**src/hw/rtl/assert_macros.svh**
```systemverilog
`ifndef ASSERT_MACROS_SVH
`define ASSERT_MACROS_SVH

`ifndef ASSERT_OFF

`define ASSERT_CLK(lbl, clk, rst_n, prop, msg) \
  lbl: assert property (@(posedge clk) disable iff (!rst_n) (prop)) else $error(msg);

`define ASSERT_NEXT(lbl, clk, rst_n, ante, cons, msg) \
  lbl: assert property (@(posedge clk) disable iff (!rst_n) (ante) |=> (cons)) else $error(msg);

`else

`define ASSERT_CLK(lbl, clk, rst_n, prop, msg)

`define ASSERT_NEXT(lbl, clk, rst_n, ante, cons, msg)

`endif

`endif

```
**src/hw/rtl/bcrp_pkg.sv**
```systemverilog
package bcrp_pkg;

  localparam logic [7:0] TYPE_MASK   = 8'h0F;
  localparam logic [7:0] ADV_TYPE    = 8'h05;
  localparam logic [7:0] PAYLOAD_LEN = 8'd34;
  localparam logic [7:0] HOP_MASK    = 8'h1F;

  localparam int unsigned POS_HDR_LEN     = 1;
  localparam int unsigned POS_ADDR_FIRST  = 9;
  localparam int unsigned POS_ADDR_LAST   = 14;
  localparam int unsigned POS_FIELD_FIRST = 15;
  localparam int unsigned POS_FIELD_LAST  = 36;
  localparam int unsigned POS_MIN_LAST    = 36;

  localparam int unsigned FIELD_BYTES = POS_FIELD_LAST - POS_FIELD_FIRST + 1;
  localparam int unsigned SLOT_W      = $clog2(FIELD_BYTES);
  localparam int unsigned QUEUE_DEPTH = 2;

  localparam logic [1:0] STATUS_NOT_CONNECT   = 2'd0;
  localparam logic [1:0] STATUS_ADDR_MISMATCH = 2'd1;
  localparam logic [1:0] STATUS_ACCEPTED      = 2'd2;

  typedef struct packed {
    logic [7:0]        rx_byte;
    logic              field_en;
    logic [SLOT_W-1:0] slot;
    logic              hdr_bad;
    logic              addr_bad;
    logic              short_pkt;
    logic              crc_ok;
    logic              last_byte;
  } bcrp_entry_t;

  typedef struct packed {
    logic [1:0]  status;
    logic [31:0] access_address;
    logic [23:0] crc_init;
    logic [7:0]  window_size;
    logic [15:0] window_offset;
    logic [15:0] connection_interval;
    logic [15:0] supervision_timeout;
    logic [39:0] channel_map;
    logic [4:0]  hop_increment;
  } bcrp_result_t;

endpackage

```
**src/hw/rtl/bcrp_ifs.sv**
```systemverilog
interface bcrp_in_if;
  logic       valid;
  logic       ready;
  logic [7:0] rx_byte;
  logic       crc_ok;
  logic       last_byte;

  modport source (output valid, output rx_byte, output crc_ok, output last_byte, input ready);
  modport sink (input valid, input rx_byte, input crc_ok, input last_byte, output ready);
endinterface

interface bcrp_out_if;
  logic        valid;
  logic        ready;
  logic [1:0]  status;
  logic [31:0] access_address;
  logic [23:0] crc_init;
  logic [7:0]  window_size;
  logic [15:0] window_offset;
  logic [15:0] connection_interval;
  logic [15:0] supervision_timeout;
  logic [39:0] channel_map;
  logic [4:0]  hop_increment;

  modport source (
    output valid, output status, output access_address, output crc_init,
    output window_size, output window_offset, output connection_interval,
    output supervision_timeout, output channel_map, output hop_increment,
    input ready
  );
  modport sink (
    input valid, input status, input access_address, input crc_init,
    input window_size, input window_offset, input connection_interval,
    input supervision_timeout, input channel_map, input hop_increment,
    output ready
  );
endinterface

interface bcrp_cfg_if;
  logic        valid;
  logic        ready;
  logic [47:0] own_device_address;

  modport source (output valid, output own_device_address, input ready);
  modport sink (input valid, input own_device_address, output ready);
endinterface

```
**src/hw/rtl/ble_connect_request_parser.sv**
```systemverilog
// Connect request parser for received advertising-channel packets.
// in_ch carries the packet buffer one byte per transfer: S0 header, length,
// S1, then the payload, with last_byte and crc_ok on the final byte.
// cfg_ch writes the 48-bit own device address; it is always ready. The user
// must write it only between packets; the block itself does not enforce this.
// out_ch gives one result per packet, on the transfer of its last byte:
// status 0 (not a connect request), 1 (address mismatch) or 2 (accepted,
// with the parsed connection fields; all fields are zero otherwise).
// Throughput is one byte per cycle while the queue has room. A result becomes
// valid on out_ch once its last byte has passed through the two-entry queue
// between the byte classifier and the field assembler, which then loads the
// output register.
// When out_ch stalls, the result is held, the assembler stops at the next
// last byte, and in_ch ready falls once the queue holds two bytes.
// Reset clears the byte position, the queue, the output valid and the address
// register, and sets the header and address flags back to good.
module ble_connect_request_parser #(
  parameter int unsigned POSITION_LIMIT = 63
) (
  input  logic       clk,
  input  logic       rst_n,
  bcrp_in_if.sink    in_ch,
  bcrp_out_if.source out_ch,
  bcrp_cfg_if.sink   cfg_ch
);
  import bcrp_pkg::*;

  logic         push_valid, push_ready;
  logic         pop_valid, pop_ready;
  bcrp_entry_t  push_entry, pop_entry;
  bcrp_result_t result;

  bcrp_front #(
    .POSITION_LIMIT(POSITION_LIMIT)
  ) u_front (
    .clk          (clk),
    .rst_n        (rst_n),
    .in_valid     (in_ch.valid),
    .in_ready     (in_ch.ready),
    .in_rx_byte   (in_ch.rx_byte),
    .in_crc_ok    (in_ch.crc_ok),
    .in_last_byte (in_ch.last_byte),
    .cfg_valid    (cfg_ch.valid),
    .cfg_ready    (cfg_ch.ready),
    .cfg_data     (cfg_ch.own_device_address),
    .push_valid   (push_valid),
    .push_ready   (push_ready),
    .push_entry   (push_entry)
  );

  bcrp_queue u_queue (
    .clk        (clk),
    .rst_n      (rst_n),
    .push_valid (push_valid),
    .push_ready (push_ready),
    .push_entry (push_entry),
    .pop_valid  (pop_valid),
    .pop_ready  (pop_ready),
    .pop_entry  (pop_entry)
  );

  bcrp_back u_back (
    .clk        (clk),
    .rst_n      (rst_n),
    .pop_valid  (pop_valid),
    .pop_ready  (pop_ready),
    .pop_entry  (pop_entry),
    .out_valid  (out_ch.valid),
    .out_ready  (out_ch.ready),
    .out_result (result)
  );

  assign out_ch.status              = result.status;
  assign out_ch.access_address      = result.access_address;
  assign out_ch.crc_init            = result.crc_init;
  assign out_ch.window_size         = result.window_size;
  assign out_ch.window_offset       = result.window_offset;
  assign out_ch.connection_interval = result.connection_interval;
  assign out_ch.supervision_timeout = result.supervision_timeout;
  assign out_ch.channel_map         = result.channel_map;
  assign out_ch.hop_increment       = result.hop_increment;

endmodule

```
**src/hw/rtl/bcrp_front.sv**
```systemverilog
module bcrp_front #(
  parameter int unsigned POSITION_LIMIT = 63
) (
  input  logic                clk,
  input  logic                rst_n,
  input  logic                in_valid,
  output logic                in_ready,
  input  logic [7:0]          in_rx_byte,
  input  logic                in_crc_ok,
  input  logic                in_last_byte,
  input  logic                cfg_valid,
  output logic                cfg_ready,
  input  logic [47:0]         cfg_data,
  output logic                push_valid,
  input  logic                push_ready,
  output bcrp_pkg::bcrp_entry_t push_entry
);
  import bcrp_pkg::*;

  localparam int unsigned POS_W = $clog2(POSITION_LIMIT + 1);

  logic [POS_W-1:0] pos_r, pos_nxt;
  logic [47:0]      addr_r;
  logic [2:0]       addr_idx;
  logic [7:0]       addr_byte;
  logic             accept;
  logic             in_addr;

  assign in_ready   = push_ready;
  assign push_valid = in_valid;
  assign accept     = in_valid && push_ready;
  assign cfg_ready  = 1'b1;

  always_comb begin
    addr_idx = 3'(pos_r - POS_W'(POS_ADDR_FIRST));
    unique case (addr_idx)
      3'd0:    addr_byte = addr_r[7:0];
      3'd1:    addr_byte = addr_r[15:8];
      3'd2:    addr_byte = addr_r[23:16];
      3'd3:    addr_byte = addr_r[31:24];
      3'd4:    addr_byte = addr_r[39:32];
      default: addr_byte = addr_r[47:40];
    endcase
    in_addr = (pos_r >= POS_W'(POS_ADDR_FIRST)) && (pos_r <= POS_W'(POS_ADDR_LAST));

    push_entry.rx_byte   = in_rx_byte;
    push_entry.field_en  = (pos_r >= POS_W'(POS_FIELD_FIRST)) &&
                           (pos_r <= POS_W'(POS_FIELD_LAST));
    push_entry.slot      = SLOT_W'(pos_r - POS_W'(POS_FIELD_FIRST));
    push_entry.hdr_bad   = ((pos_r == '0) && ((in_rx_byte & TYPE_MASK) != ADV_TYPE)) ||
                           ((pos_r == POS_W'(POS_HDR_LEN)) && (in_rx_byte != PAYLOAD_LEN));
    push_entry.addr_bad  = in_addr && (in_rx_byte != addr_byte);
    push_entry.short_pkt = pos_r < POS_W'(POS_MIN_LAST);
    push_entry.crc_ok    = in_crc_ok;
    push_entry.last_byte = in_last_byte;

    pos_nxt = pos_r;
    if (accept) begin
      if (in_last_byte) begin
        pos_nxt = '0;
      end else if (pos_r < POS_W'(POSITION_LIMIT)) begin
        pos_nxt = pos_r + 1'b1;
      end
    end
  end

  always_ff @(posedge clk) begin
    if (!rst_n) begin
      pos_r  <= '0;
      addr_r <= '0;
    end else begin
      pos_r <= pos_nxt;
      if (cfg_valid) begin
        addr_r <= cfg_data;
      end
    end
  end

endmodule

```
**src/hw/rtl/bcrp_queue.sv**
```systemverilog
`include "assert_macros.svh"

module bcrp_queue (
  input  logic                  clk,
  input  logic                  rst_n,
  input  logic                  push_valid,
  output logic                  push_ready,
  input  bcrp_pkg::bcrp_entry_t push_entry,
  output logic                  pop_valid,
  input  logic                  pop_ready,
  output bcrp_pkg::bcrp_entry_t pop_entry
);
  import bcrp_pkg::*;

  localparam int unsigned PTR_W = (QUEUE_DEPTH > 1) ? $clog2(QUEUE_DEPTH) : 1;
  localparam int unsigned CNT_W = $clog2(QUEUE_DEPTH + 1);

  bcrp_entry_t      q_r [QUEUE_DEPTH];
  logic [PTR_W-1:0] wr_ptr_r, rd_ptr_r;
  logic [CNT_W-1:0] count_r;
  logic             push_fire, pop_fire;

  assign push_ready = count_r != CNT_W'(QUEUE_DEPTH);
  assign pop_valid  = count_r != '0;
  assign pop_entry  = q_r[rd_ptr_r];
  assign push_fire  = push_valid && push_ready;
  assign pop_fire   = pop_valid && pop_ready;

  always_ff @(posedge clk) begin
    if (push_fire) begin
      q_r[wr_ptr_r] <= push_entry;
    end
  end

  always_ff @(posedge clk) begin
    if (!rst_n) begin
      wr_ptr_r <= '0;
      rd_ptr_r <= '0;
      count_r  <= '0;
    end else begin
      if (push_fire) begin
        wr_ptr_r <= (wr_ptr_r == PTR_W'(QUEUE_DEPTH - 1)) ? '0 : wr_ptr_r + 1'b1;
      end
      if (pop_fire) begin
        rd_ptr_r <= (rd_ptr_r == PTR_W'(QUEUE_DEPTH - 1)) ? '0 : rd_ptr_r + 1'b1;
      end
      if (push_fire && !pop_fire) begin
        count_r <= count_r + 1'b1;
      end else if (pop_fire && !push_fire) begin
        count_r <= count_r - 1'b1;
      end
    end
  end

  `ASSERT_CLK(a_count_bound, clk, rst_n, count_r <= CNT_W'(QUEUE_DEPTH), "queue count overflow")
  `ASSERT_NEXT(a_count_up, clk, rst_n, push_fire && !pop_fire, count_r == CNT_W'($past(count_r) + 1'b1), "queue count did not rise on push")
  `ASSERT_NEXT(a_count_down, clk, rst_n, pop_fire && !push_fire, count_r == CNT_W'($past(count_r) - 1'b1), "queue count did not fall on pop")

endmodule

```
**src/hw/rtl/bcrp_back.sv**
```systemverilog
module bcrp_back (
  input  logic                   clk,
  input  logic                   rst_n,
  input  logic                   pop_valid,
  output logic                   pop_ready,
  input  bcrp_pkg::bcrp_entry_t  pop_entry,
  output logic                   out_valid,
  input  logic                   out_ready,
  output bcrp_pkg::bcrp_result_t out_result
);
  import bcrp_pkg::*;

  logic         hv_r, ae_r;
  logic         hv, ae;
  logic [7:0]   acc_r   [FIELD_BYTES];
  logic [7:0]   acc_nxt [FIELD_BYTES];
  logic         out_valid_r;
  bcrp_result_t res_r, res_nxt;
  logic         fire;
  logic [7:0]   hop_byte;

  assign pop_ready  = !pop_entry.last_byte || !out_valid_r || out_ready;
  assign fire       = pop_valid && pop_ready;
  assign out_valid  = out_valid_r;
  assign out_result = res_r;

  always_comb begin
    acc_nxt = acc_r;
    if (pop_entry.field_en) begin
      acc_nxt[pop_entry.slot] = pop_entry.rx_byte;
    end
    hv       = hv_r && !pop_entry.hdr_bad;
    ae       = ae_r && !pop_entry.addr_bad;
    hop_byte = acc_nxt[21] & HOP_MASK;

    res_nxt = '0;
    if (!hv || !pop_entry.crc_ok || pop_entry.short_pkt) begin
      res_nxt.status = STATUS_NOT_CONNECT;
    end else if (!ae) begin
      res_nxt.status = STATUS_ADDR_MISMATCH;
    end else begin
      res_nxt.status              = STATUS_ACCEPTED;
      res_nxt.access_address      = {acc_nxt[3], acc_nxt[2], acc_nxt[1], acc_nxt[0]};
      res_nxt.crc_init            = {acc_nxt[6], acc_nxt[5], acc_nxt[4]};
      res_nxt.window_size         = acc_nxt[7];
      res_nxt.window_offset       = {acc_nxt[9], acc_nxt[8]};
      res_nxt.connection_interval = {acc_nxt[11], acc_nxt[10]};
      res_nxt.supervision_timeout = {acc_nxt[15], acc_nxt[14]};
      res_nxt.channel_map         = {acc_nxt[20], acc_nxt[19], acc_nxt[18],
                                     acc_nxt[17], acc_nxt[16]};
      res_nxt.hop_increment       = hop_byte[4:0];
    end
  end

  always_ff @(posedge clk) begin
    if (fire) begin
      acc_r <= acc_nxt;
    end
    if (fire && pop_entry.last_byte) begin
      res_r <= res_nxt;
    end
  end

  always_ff @(posedge clk) begin
    if (!rst_n) begin
      hv_r        <= 1'b1;
      ae_r        <= 1'b1;
      out_valid_r <= 1'b0;
    end else begin
      if (fire) begin
        hv_r <= pop_entry.last_byte ? 1'b1 : hv;
        ae_r <= pop_entry.last_byte ? 1'b1 : ae;
      end
      if (fire && pop_entry.last_byte) begin
        out_valid_r <= 1'b1;
      end else if (out_ready) begin
        out_valid_r <= 1'b0;
      end
    end
  end

endmodule

```
**src/flat_wrapper.sv**
```systemverilog
// flat-port wrapper written by rule: the top's interface ports become plain ports
module ble_connect_request_parser_flat import bcrp_pkg::*;
#(
  parameter int unsigned POSITION_LIMIT = 63
)
  (clk, rst_n, in_ch_valid, in_ch_rx_byte, in_ch_crc_ok, in_ch_last_byte, in_ch_ready, out_ch_valid, out_ch_status, out_ch_access_address, out_ch_crc_init, out_ch_window_size, out_ch_window_offset, out_ch_connection_interval, out_ch_supervision_timeout, out_ch_channel_map, out_ch_hop_increment, out_ch_ready, cfg_ch_valid, cfg_ch_own_device_address, cfg_ch_ready);
  bcrp_in_if in_ch_i ();
  bcrp_out_if out_ch_i ();
  bcrp_cfg_if cfg_ch_i ();
  input  logic clk;
  input  logic rst_n;
  input wire logic [$bits(in_ch_i.valid)-1:0] in_ch_valid;
  input wire logic [$bits(in_ch_i.rx_byte)-1:0] in_ch_rx_byte;
  input wire logic [$bits(in_ch_i.crc_ok)-1:0] in_ch_crc_ok;
  input wire logic [$bits(in_ch_i.last_byte)-1:0] in_ch_last_byte;
  output wire logic [$bits(in_ch_i.ready)-1:0] in_ch_ready;
  output wire logic [$bits(out_ch_i.valid)-1:0] out_ch_valid;
  output wire logic [$bits(out_ch_i.status)-1:0] out_ch_status;
  output wire logic [$bits(out_ch_i.access_address)-1:0] out_ch_access_address;
  output wire logic [$bits(out_ch_i.crc_init)-1:0] out_ch_crc_init;
  output wire logic [$bits(out_ch_i.window_size)-1:0] out_ch_window_size;
  output wire logic [$bits(out_ch_i.window_offset)-1:0] out_ch_window_offset;
  output wire logic [$bits(out_ch_i.connection_interval)-1:0] out_ch_connection_interval;
  output wire logic [$bits(out_ch_i.supervision_timeout)-1:0] out_ch_supervision_timeout;
  output wire logic [$bits(out_ch_i.channel_map)-1:0] out_ch_channel_map;
  output wire logic [$bits(out_ch_i.hop_increment)-1:0] out_ch_hop_increment;
  input wire logic [$bits(out_ch_i.ready)-1:0] out_ch_ready;
  input wire logic [$bits(cfg_ch_i.valid)-1:0] cfg_ch_valid;
  input wire logic [$bits(cfg_ch_i.own_device_address)-1:0] cfg_ch_own_device_address;
  output wire logic [$bits(cfg_ch_i.ready)-1:0] cfg_ch_ready;
  assign in_ch_i.valid = in_ch_valid;
  assign in_ch_i.rx_byte = in_ch_rx_byte;
  assign in_ch_i.crc_ok = in_ch_crc_ok;
  assign in_ch_i.last_byte = in_ch_last_byte;
  assign in_ch_ready = in_ch_i.ready;
  assign out_ch_valid = out_ch_i.valid;
  assign out_ch_status = out_ch_i.status;
  assign out_ch_access_address = out_ch_i.access_address;
  assign out_ch_crc_init = out_ch_i.crc_init;
  assign out_ch_window_size = out_ch_i.window_size;
  assign out_ch_window_offset = out_ch_i.window_offset;
  assign out_ch_connection_interval = out_ch_i.connection_interval;
  assign out_ch_supervision_timeout = out_ch_i.supervision_timeout;
  assign out_ch_channel_map = out_ch_i.channel_map;
  assign out_ch_hop_increment = out_ch_i.hop_increment;
  assign out_ch_i.ready = out_ch_ready;
  assign cfg_ch_i.valid = cfg_ch_valid;
  assign cfg_ch_i.own_device_address = cfg_ch_own_device_address;
  assign cfg_ch_ready = cfg_ch_i.ready;
  ble_connect_request_parser #(.POSITION_LIMIT(POSITION_LIMIT)) u_core (.clk(clk), .rst_n(rst_n), .in_ch(in_ch_i), .out_ch(out_ch_i), .cfg_ch(cfg_ch_i));
endmodule
```
**config.mk**
```make
export PLATFORM = sky130hd
export DESIGN_NAME = ble_connect_request_parser_flat
export DESIGN_NICKNAME = d
export VERILOG_FILES = /design/src/hw/rtl/bcrp_pkg.sv /design/src/hw/rtl/bcrp_ifs.sv /design/src/hw/rtl/ble_connect_request_parser.sv /design/src/hw/rtl/bcrp_front.sv /design/src/hw/rtl/bcrp_queue.sv /design/src/hw/rtl/bcrp_back.sv /design/src/flat_wrapper.sv
export VERILOG_INCLUDE_DIRS = /design/src /design/src/hw/rtl
export SDC_FILE = /design/constraint.sdc
export NUM_CORES = 1
export LEC_CHECK = 0
export BUFFER_PORTS_ARGS = -buffer_cell sky130_fd_sc_hd__buf_2
export CELL_PAD_IN_SITES_DETAIL_PLACEMENT = 0
export CELL_PAD_IN_SITES_GLOBAL_PLACEMENT = 1
export CORE_UTILIZATION = 40
export CTS_CLUSTER_DIAMETER = 40
export DETAILED_ROUTE_END_ITERATION = 12
export HOLD_SLACK_MARGIN = 0.05
export PLACE_DENSITY_LB_ADDON = 0.12
export SLEW_MARGIN = 20
export SYNTH_ARGS = -nofsm -noshare
export SYNTH_HDL_FRONTEND = slang
export SYNTH_SLANG_ARGS = --single-unit
```
**constraint.sdc**
```tcl
create_clock -name clk -period 6.1 [get_ports clk]
set_clock_uncertainty 0.05 [all_clocks]
set_input_delay 1.22 -clock clk [delete_from_list [all_inputs] [get_ports clk]]
set_output_delay 1.22 -clock clk [all_outputs]
set_load 0.01 [all_outputs]
```
==> metrics.md, run 1 <==
| Metric | Value |
|---|---|
| Status | `finished, final reports clean` |
| Synth Area in Compound Gates | `7.47%` |
| GRT Total Usage | `18.2%` |
| Distinct cells, synth | `58` |
| Max Cap Viol | `0` |
| Comb pwr share | `18.2%` |
| Placed cell count | `1978` |
| Setup crit end kind | `flip-flop` |
| R2R Setup Slk | `2.55 ns` |
| Slowest cell delay on critical path | `0.93 ns` |
| Critical path class | `flip-flop to flip-flop` |
| Tcrit/Tclk final | `58.3%` |
| Simple-Gate Fraction of Synth Area | `14.2%` |
| Critical-path maximum fanout | `85` |
| Cell chain of the critical path | `mux2i_1 -> o22ai_1 -> or2_2 -> inv_6 -> buf_4` |
| Design Area, Final | `20500 sq um` |
| Final Critical Period | `3.55 ns` |
| Vias per cell | `4.92` |
| # setup viols final | `0` |
| Diodes inserted | `0` |
| Cells after synthesis | `1289` |
| Final HPWL DP | `24.0 mm` |
| Startpoint Class | `flip-flop` |
| LEAKAGE | `7.57 nW` |
| Post-Layout Cell Count | `2084` |
| Gr ovfl total | `0` |
| Pin count of the biggest net entering global routing | `86` |
| Sw Share | `29.5%` |
| Clk slew on worst S/H paths | `0.05 ns` |
| Share of layout cells above drive strength 1 | `23.0%` |
| Most common cell in the synthesized netlist | `edfxtp_1` |
| DRT Wirelength | `39.0 mm` |
| Yosys top cell by area | `edfxtp_1` |
| Clock network power share | `37.2%` |
| Pre-antenna DRT Iters | `7` |
| Boundary Pins | `225` |
| Mux cell area share after synthesis | `4.06%` |
| Largest family of logic cells by synthesized area | `simple AND/OR/NAND/NOR gates` |
| Layout area overhead | `21.6%` |
| Post-synth EDFFs | `354` |
| Post-synthesis sequential area ratio | `70.4%` |
| Slew @ Worst Pin | `1.12 ns` |
| CTS tree | `yes` |
| Core Util, Final | `49.8%` |
| Number of port buffers | `223` |
| Syn Area/Cell | `13.1 sq um` |
| RSZ-0062 raised after global routing | `no` |
| Synthesized flop and latch total | `416` |
| DRC viols | `0` |
| Net Switching | `2.72 mW` |
| Adder-cell share of the synthesized area | `0.668%` |
| H-tree depth | `2` |
| Antenna violations before repair | `0` |
| Initial DRC count | `549` |
| Worst hold path type | `flip-flop to flip-flop` |
| Top cells by count, synth | `edfxtp_1 (354), and2_1 (161), nor2_1 (129)` |
| Vias in the first global route | `10200` |
| Reg power frac | `44.5%` |
| CTS Buf Count | `56` |
| Core Area | `41200 sq um` |
| Initial Util | `40.9%` |
| Asr flop ratio synth | `0%` |
| Routed Antenna Nets | `0` |
| Final number of max-transition violations | `0` |
| Most area-consuming cells after synthesis | `edfxtp_1 (63%), dfxtp_1 (7.4%), and2_1 (6.0%), mux2i_1 (3.9%), a21oi_1 (3.1%)` |
| Post-synthesis xor/xnor area fraction | `0.883%` |
| CP max-delay cell | `dfxtp_2` |
| Postcts setup bufs | `0` |
| Die area | `43000 sq um` |
| Syn Nets | `1361` |
| YS warnings | `0` |
| Hold-fix buffers at CTS | `0` |
| Max transition margin | `23.8%` |
| Final Hold Vio Count | `0` |
| NumNets Final | `1576` |
| Root Buffer | `clkbuf_16` |
| Die X | `207 um` |
| Max clock buf depth | `3` |
| Placed Area | `18500 sq um` |
| Clk sinks | `416` |
| Row cnt | `74` |
| Yosys top cell area share | `63.1%` |
| Vert. Die Dim | `207 um` |
| Ys flop type | `edfxtp_1` |
| Synthesized area | `16900 sq um` |
| Pint | `6.50 mW` |
| Worst EP arrival | `3.72 ns` |
| VDD IR max | `0.000248 V` |
| Routed WL per cell | `18.7 um` |
| Routability Congestion | `0.771` |
| Sum Neg Setup Slack | `0 ns` |
| Fmax | `281 MHz` |
| Pwr/cell area | `450 nW/um^2` |
| Clk Latency, worst-skew pair | `0.59 ns` |
| Req. time, crit path | `6.27 ns` |
| First-pass GRT wire length | `60.5 mm` |
| Fin Hold WS | `0.454 ns` |
| Post-CTS sizing | `0` |
| Vias | `10200` |
==> power groups by stage <==
| stage | logic [mW] | registers (mW) | clock network [mW] |
|---|---|---|---|
| after detailed placement | 1.72 | 4.18 | 0 |
| after global placement | 1.71 | 4.17 | 0 |
| final | 1.68 | 4.11 | 3.44 |
| after global routing | 1.86 | 4.16 | 3.62 |
| after CTS | 1.73 | 4.12 | 3.51 |
| after floorplan | 0.876 | 4.33 | 0 |
==> cell families (layout without fill, tap and decap cells) <==
group	Yosys count	count (layout)
compound gates	221	221
xor+xnor	14	14
fa+ha+maj	9	9
buf+inv	92	355
flops	416	416
mux	68	68
other cells	1	1
simple gates	468	468
==> worst paths after layout <==
check	startpoint	endpoint	cells past startpoint
hold reg to reg	u_core.u_back.hv_r$_SDFFE_PN1P_	u_core.u_back.hv_r$_SDFFE_PN1P_	2
setup / recovery	flip-flop	u_core.u_back.out_result[140]$_SDFFCE_PP0P_	5
setup reg to reg	flip-flop	u_core.u_back.out_result[140]$_SDFFCE_PP0P_	5
hold / removal	u_core.u_back.hv_r$_SDFFE_PN1P_	u_core.u_back.hv_r$_SDFFE_PN1P_	2
==> registers in the layout, summed over array words and instances, names as in the netlist, named ones only <==
signal and flops:
u_core.u_back.ae_r 1, u_core.u_back.hv_r 1, u_core.u_queue.wr_ptr_r 1, u_core.u_back.acc_r 157, u_core.u_back.out_result 159, u_core.u_front.pos_r 6
u_core.u_back.out_valid 1, u_core.u_queue.count_r 2, u_core.u_queue.rd_ptr_r 1, u_core.u_front.addr_r 48, u_core.u_queue.q_r 38
==> layout by cell type, fill, tap and decap left out, types with 4 or more instances in the layout <==
cell type   netlist  routed
edfxtp_1        354     354
buf_2            15     223
and2_1          161     161
nor2_1          129     124
a21oi_1         105     105
nand2_1          85      85
o21ai_0          72      72
dfxtp_1          62      61
mux2i_1          65      57
clkbuf_16         0      57
nor2b_1          53      53
inv_1            18      15
clkinvlp_4        0      12
bufinv_16         0      10
inv_6             0       9
ha_1              9       9
nand2b_1          8       8
mux2i_4           0       8
buf_4             2       8
nand3_1           7       7
xor2_1            7       7
clkinv_1          0       7
nor3_1            6       6
a222oi_1          6       6
clkinv_2          0       6
nor2_2            0       5
xnor2_1           5       5
o32ai_1           4       4
a21boi_0          4       4
==> per-layer routing <==
layer	routed length (um)	GRT usage, %	part of all wire [%]
met5	0	0	0
met4	814	6.02	2.1
met3	1820	3.06	4.7
met2	18300	29.2	47
met1	18000	25.1	46
==> stage by stage <==
stage | total power [mW] | worst slack, ns
after floorplan | 5.20 | 0.672
after detailed placement | 5.90 | 2.33
after CTS | 9.36 | 2.40
final | 9.22 | 2.55
after global routing | 9.64 | 2.20
after global placement | 5.88 | 2.38
==> layout make-up <==
class	count	area, sq um
Fill cell	3666	20700
Timing Repair Buffer	231	1180
Inverter	18	78.8
Clock inverter	45	543
Sequential cell	416	11900
Tap cell	532	666
Multi-Input combinational cell	781	4720
Clock buffer	61	1450
==> worst max-delay path, delay by kind of cell, from the launching register on <==
kind                   cells  cell delay, ns
DFF                        1            0.93
and+or+nand+nor            1            0.42
buffers and inverters      2            1.15
AOI/OAI and AO/OA          1            0.27
muxes                      1            0.33
Note: power is estimated with default switching activity, not from simulation.
==> inputs of run 2 (changes only) <==
Clock period 6.1 ns to 3.67 ns, I/O delays scaled along.
==> run 2 against run 1 <==
Utilization grew 0.61 points. Combinational power grew 77%. Sequential share of layout area down 0.70 points. Global-route usage barely moved. Maximum frequency is 13% higher. Power increased by 68%. Hold slack lost 0.15 ns. Clock power increased by 67%. Die area stayed put. Register-to-register slack lost 2.0 ns. Final area up 1.2%. Critical path depth rose by 4. Critical path type unchanged.
==> metrics.md, run 2 (synthesized netlist as in run 1, its figures left out) <==
| Metric | Value |
|---|---|
| DRT Wirelength | `39.4 mm (+1.1%)` |
| Initial DRC count | `493 (-10%)` |
| Final HPWL DP | `25.0 mm (+4.3%)` |
| Hold endpoint | `u_core.u_queue.q_r[1][1]$_DFFE_PP_` |
| Slowest cell delay on critical path | `0.56 ns (-0.37 ns)` |
| Commonest non-fill, non-tap cell in the layout | `edfxtp_1` |
| Boundary Pins | `225 (unchanged)` |
| GRT Total Usage | `18.1% (-0.036 points)` |
| Status | `finished, final reports clean` |
| Routed WL per cell | `18.7 um (about the same)` |
| Max FFs per register | `159 (unchanged)` |
| Req. time, crit path | `3.92 ns (-2.35 ns)` |
| Grt met1 use | `24.6% (-0.45 points)` |
| Hold-fix buffers at CTS | `0 (unchanged)` |
| Pre-antenna DRT Iters | `6 (-1)` |
| CP Buf/Inv Count | `1 (-1)` |
| Initial Util | `40.9% (unchanged)` |
| Net Switching | `4.59 mW (+68%)` |
| Clk Latency, worst-skew pair | `0.59 ns (about the same)` |
| Die X | `207 um (unchanged)` |
| Share of layout cells above drive strength 1 | `24.0% (+1.0 points)` |
| CTS Buf Count | `58 (+3.6%)` |
| Sw Share | `29.6% (+0.077 points)` |
| Postcts setup bufs | `0 (unchanged)` |
| CTS tree | `yes` |
| Fin Hold WS | `0.302 ns (-0.152 ns)` |
| Final Critical Period | `3.14 ns (-0.413 ns)` |
| Core Area | `41200 sq um (unchanged)` |
| Reg power frac | `43.8% (-0.7 points)` |
| Met3 Usage GRT | `4.07% (+1.0 points)` |
| # fillers | `3626 (-1.1%)` |
| HP Start | `in_ch_crc_ok` |
| Comb pwr share | `19.2% (+1.0 points)` |
| Pwr/cell area | `746 nW/um^2 (+66%)` |
| Die area | `43000 sq um (unchanged)` |
| Reg2reg path depth | `9 (+4)` |
| Most frequent cells in the layout | `edfxtp_1 (354), buf_2 (223), and2_1 (161)` |
| Pint | `10.9 mW (+68%)` |
| Reg-to-Reg End | `u_core.u_queue.q_r[1][3]$_DFFE_PP_` |
| DRC viols | `0 (unchanged)` |
| Clk slew on worst S/H paths | `0.05 ns (about the same)` |
| CP max-delay cell | `ha_1` |
| Vert. Die Dim | `207 um (unchanged)` |
| Max transition margin | `29.2% (+5.4 points)` |
| Multi-input gate area | `4730 sq um (+0.24%)` |
| RSZ-0062 raised after global routing | `no` |
| LEAKAGE | `7.74 nW (+2.3%)` |
| Placed cell count | `1997 (+0.96%)` |
| Post-CTS sizing | `0 (unchanged)` |
| Sequential Area | `11900 sq um (unchanged)` |
| Antenna violations before repair | `0 (unchanged)` |
| Delay-heaviest family, CP | `compound AO/OA/AOI/OAI gates` |
| Startpoint Class | `flip-flop` |
| Vias in the first global route | `10100 (-1.5%)` |
| H-tree depth | `2 (unchanged)` |
| Post-Layout Cell Count | `2106 (+1.1%)` |
| Diodes inserted | `0 (unchanged)` |
| # setup viols final | `0 (unchanged)` |
| Number of port buffers | `223 (unchanged)` |
| Routed Antenna Nets | `0 (unchanged)` |
| Power Total | `15.5 mW (+68%)` |
| Clock network power share | `37.0% (-0.2 points)` |
| Setup crit end kind | `flip-flop` |
| R2r startpoint | `u_core.u_front.pos_r[1]$_SDFFE_PN0P_` |
| Slew @ Worst Pin | `1.06 ns (-0.0615 ns)` |
| R2R Setup Slk | `0.53 ns (-2.02 ns)` |
| Pin count of the biggest net entering global routing | `159 (+85%)` |
| First-pass GRT wire length | `59.9 mm (-0.96%)` |
| Vias | `10300 (+0.76%)` |
| NumNets Final | `1597 (+1.3%)` |
| Routability Congestion | `0.833 (+8.1%)` |
| Design Area, Final | `20800 sq um (+1.2%)` |
| Vias per cell | `4.90 (-0.29%)` |
| Row cnt | `74 (unchanged)` |
| GRT Max-Usage Layer | `met2` |
| Layout area overhead | `23.1%` |
| Hold Crit Depth | `1 (-1)` |
| Gr ovfl total | `0 (unchanged)` |
| Critical-path maximum fanout | `11 (-87%)` |
| Worst hold path type | `input pin to flip-flop` |
| Root Buffer | `clkbuf_16` |
| Tcrit/Tclk final | `85.6% (+27 points)` |
| M2 GR Usage | `28.8% (-0.44 points)` |
| Critical path class | `flip-flop to flip-flop` |
| VDD IR max | `0.000693 V (+180%)` |
| Clk sinks | `416 (unchanged)` |
| Cell chain of the critical path | `inv_1 -> ha_1 -> nor2_1 -> a31o_1 -> a22oi_1 -> xor2_1 -> or4_1 -> a2111oi_2 -> a41oi_1` |
| Placed Area | `18700 sq um (+1.3%)` |
| Worst EP arrival | `3.39 ns (-0.33 ns)` |
| Max Cap Viol | `0 (unchanged)` |
| Fmax | `318 MHz (+13%)` |
| Final number of max-transition violations | `0 (unchanged)` |
| Final Hold Vio Count | `0 (unchanged)` |
| Max clock buf depth | `3 (unchanged)` |
-- run 2: cell type report --
cell class / instances / share of cell area [%]
Sequential cell: 416 / 57.2
Inverter: 18 / 0.368
Tap cell: 532 / 3.21
Multi-Input combinational cell: 781 / 22.8
Clock buffer: 62 / 7.26
Clock inverter: 47 / 2.46
Timing Repair Buffer: 250 / 6.71
-- run 2: metal layers --
layer / share of wire (%) / up-vias / routed length (um)
met5: 0 / - / 0
met4: 2.2 / 0 / 875
met1: 46 / 4908 / 18100
li1: - / 5102 / -
met2: 47 / 245 / 18500
met3: 4.9 / 70 / 1940
-- run 2: power groups by stage --
stage          Combinational (mW)  Clock [mW]  Sequential [mW]
2_1_floorplan                1.49           0             7.12
3_3_place_gp                 3.00           0             6.89
3_5_place_dp                 3.03           0             6.91
4_1_cts                      3.04        5.86             6.82
5_1_grt                      3.26        6.05             6.88
6_report                     2.97        5.73             6.79
-- run 2: stage by stage --
step	utilization [%]	TNS, ns	worst slack [ns]
after detailed placement	45.5	0	0.517
after floorplan	-	-98.44	-0.391
final	50.4	0	0.529
after global routing	50.4	0	0.284
after CTS	50.4	0	0.504
after global placement	45.5	0	0.622
-- run 2: worst max-delay path by stage --
| stage | slack, ns | start | cells past startpoint | to |
|---|---|---|---|---|
| floorplan | -0.39 | out_ch_ready | 4 | u_core.u_back.out_result[0]$_SDFFCE_PP0P_ |
| global placement | 0.62 | u_core.u_front.pos_r[0]$_SDFFE_PN0P_ | 8 | u_core.u_queue.q_r[0][3]$_DFFE_PP_ |
| detailed placement | 0.52 | u_core.u_front.pos_r[0]$_SDFFE_PN0P_ | 8 | u_core.u_queue.q_r[0][3]$_DFFE_PP_ |
| CTS | 0.50 | u_core.u_front.pos_r[0]$_SDFFE_PN0P_ | 8 | u_core.u_queue.q_r[1][3]$_DFFE_PP_ |
| global route | 0.28 | u_core.u_front.pos_r[1]$_SDFFE_PN0P_ | 9 | u_core.u_queue.q_r[1][3]$_DFFE_PP_ |
| finish | 0.53 | u_core.u_front.pos_r[1]$_SDFFE_PN0P_ | 9 | u_core.u_queue.q_r[1][3]$_DFFE_PP_ |
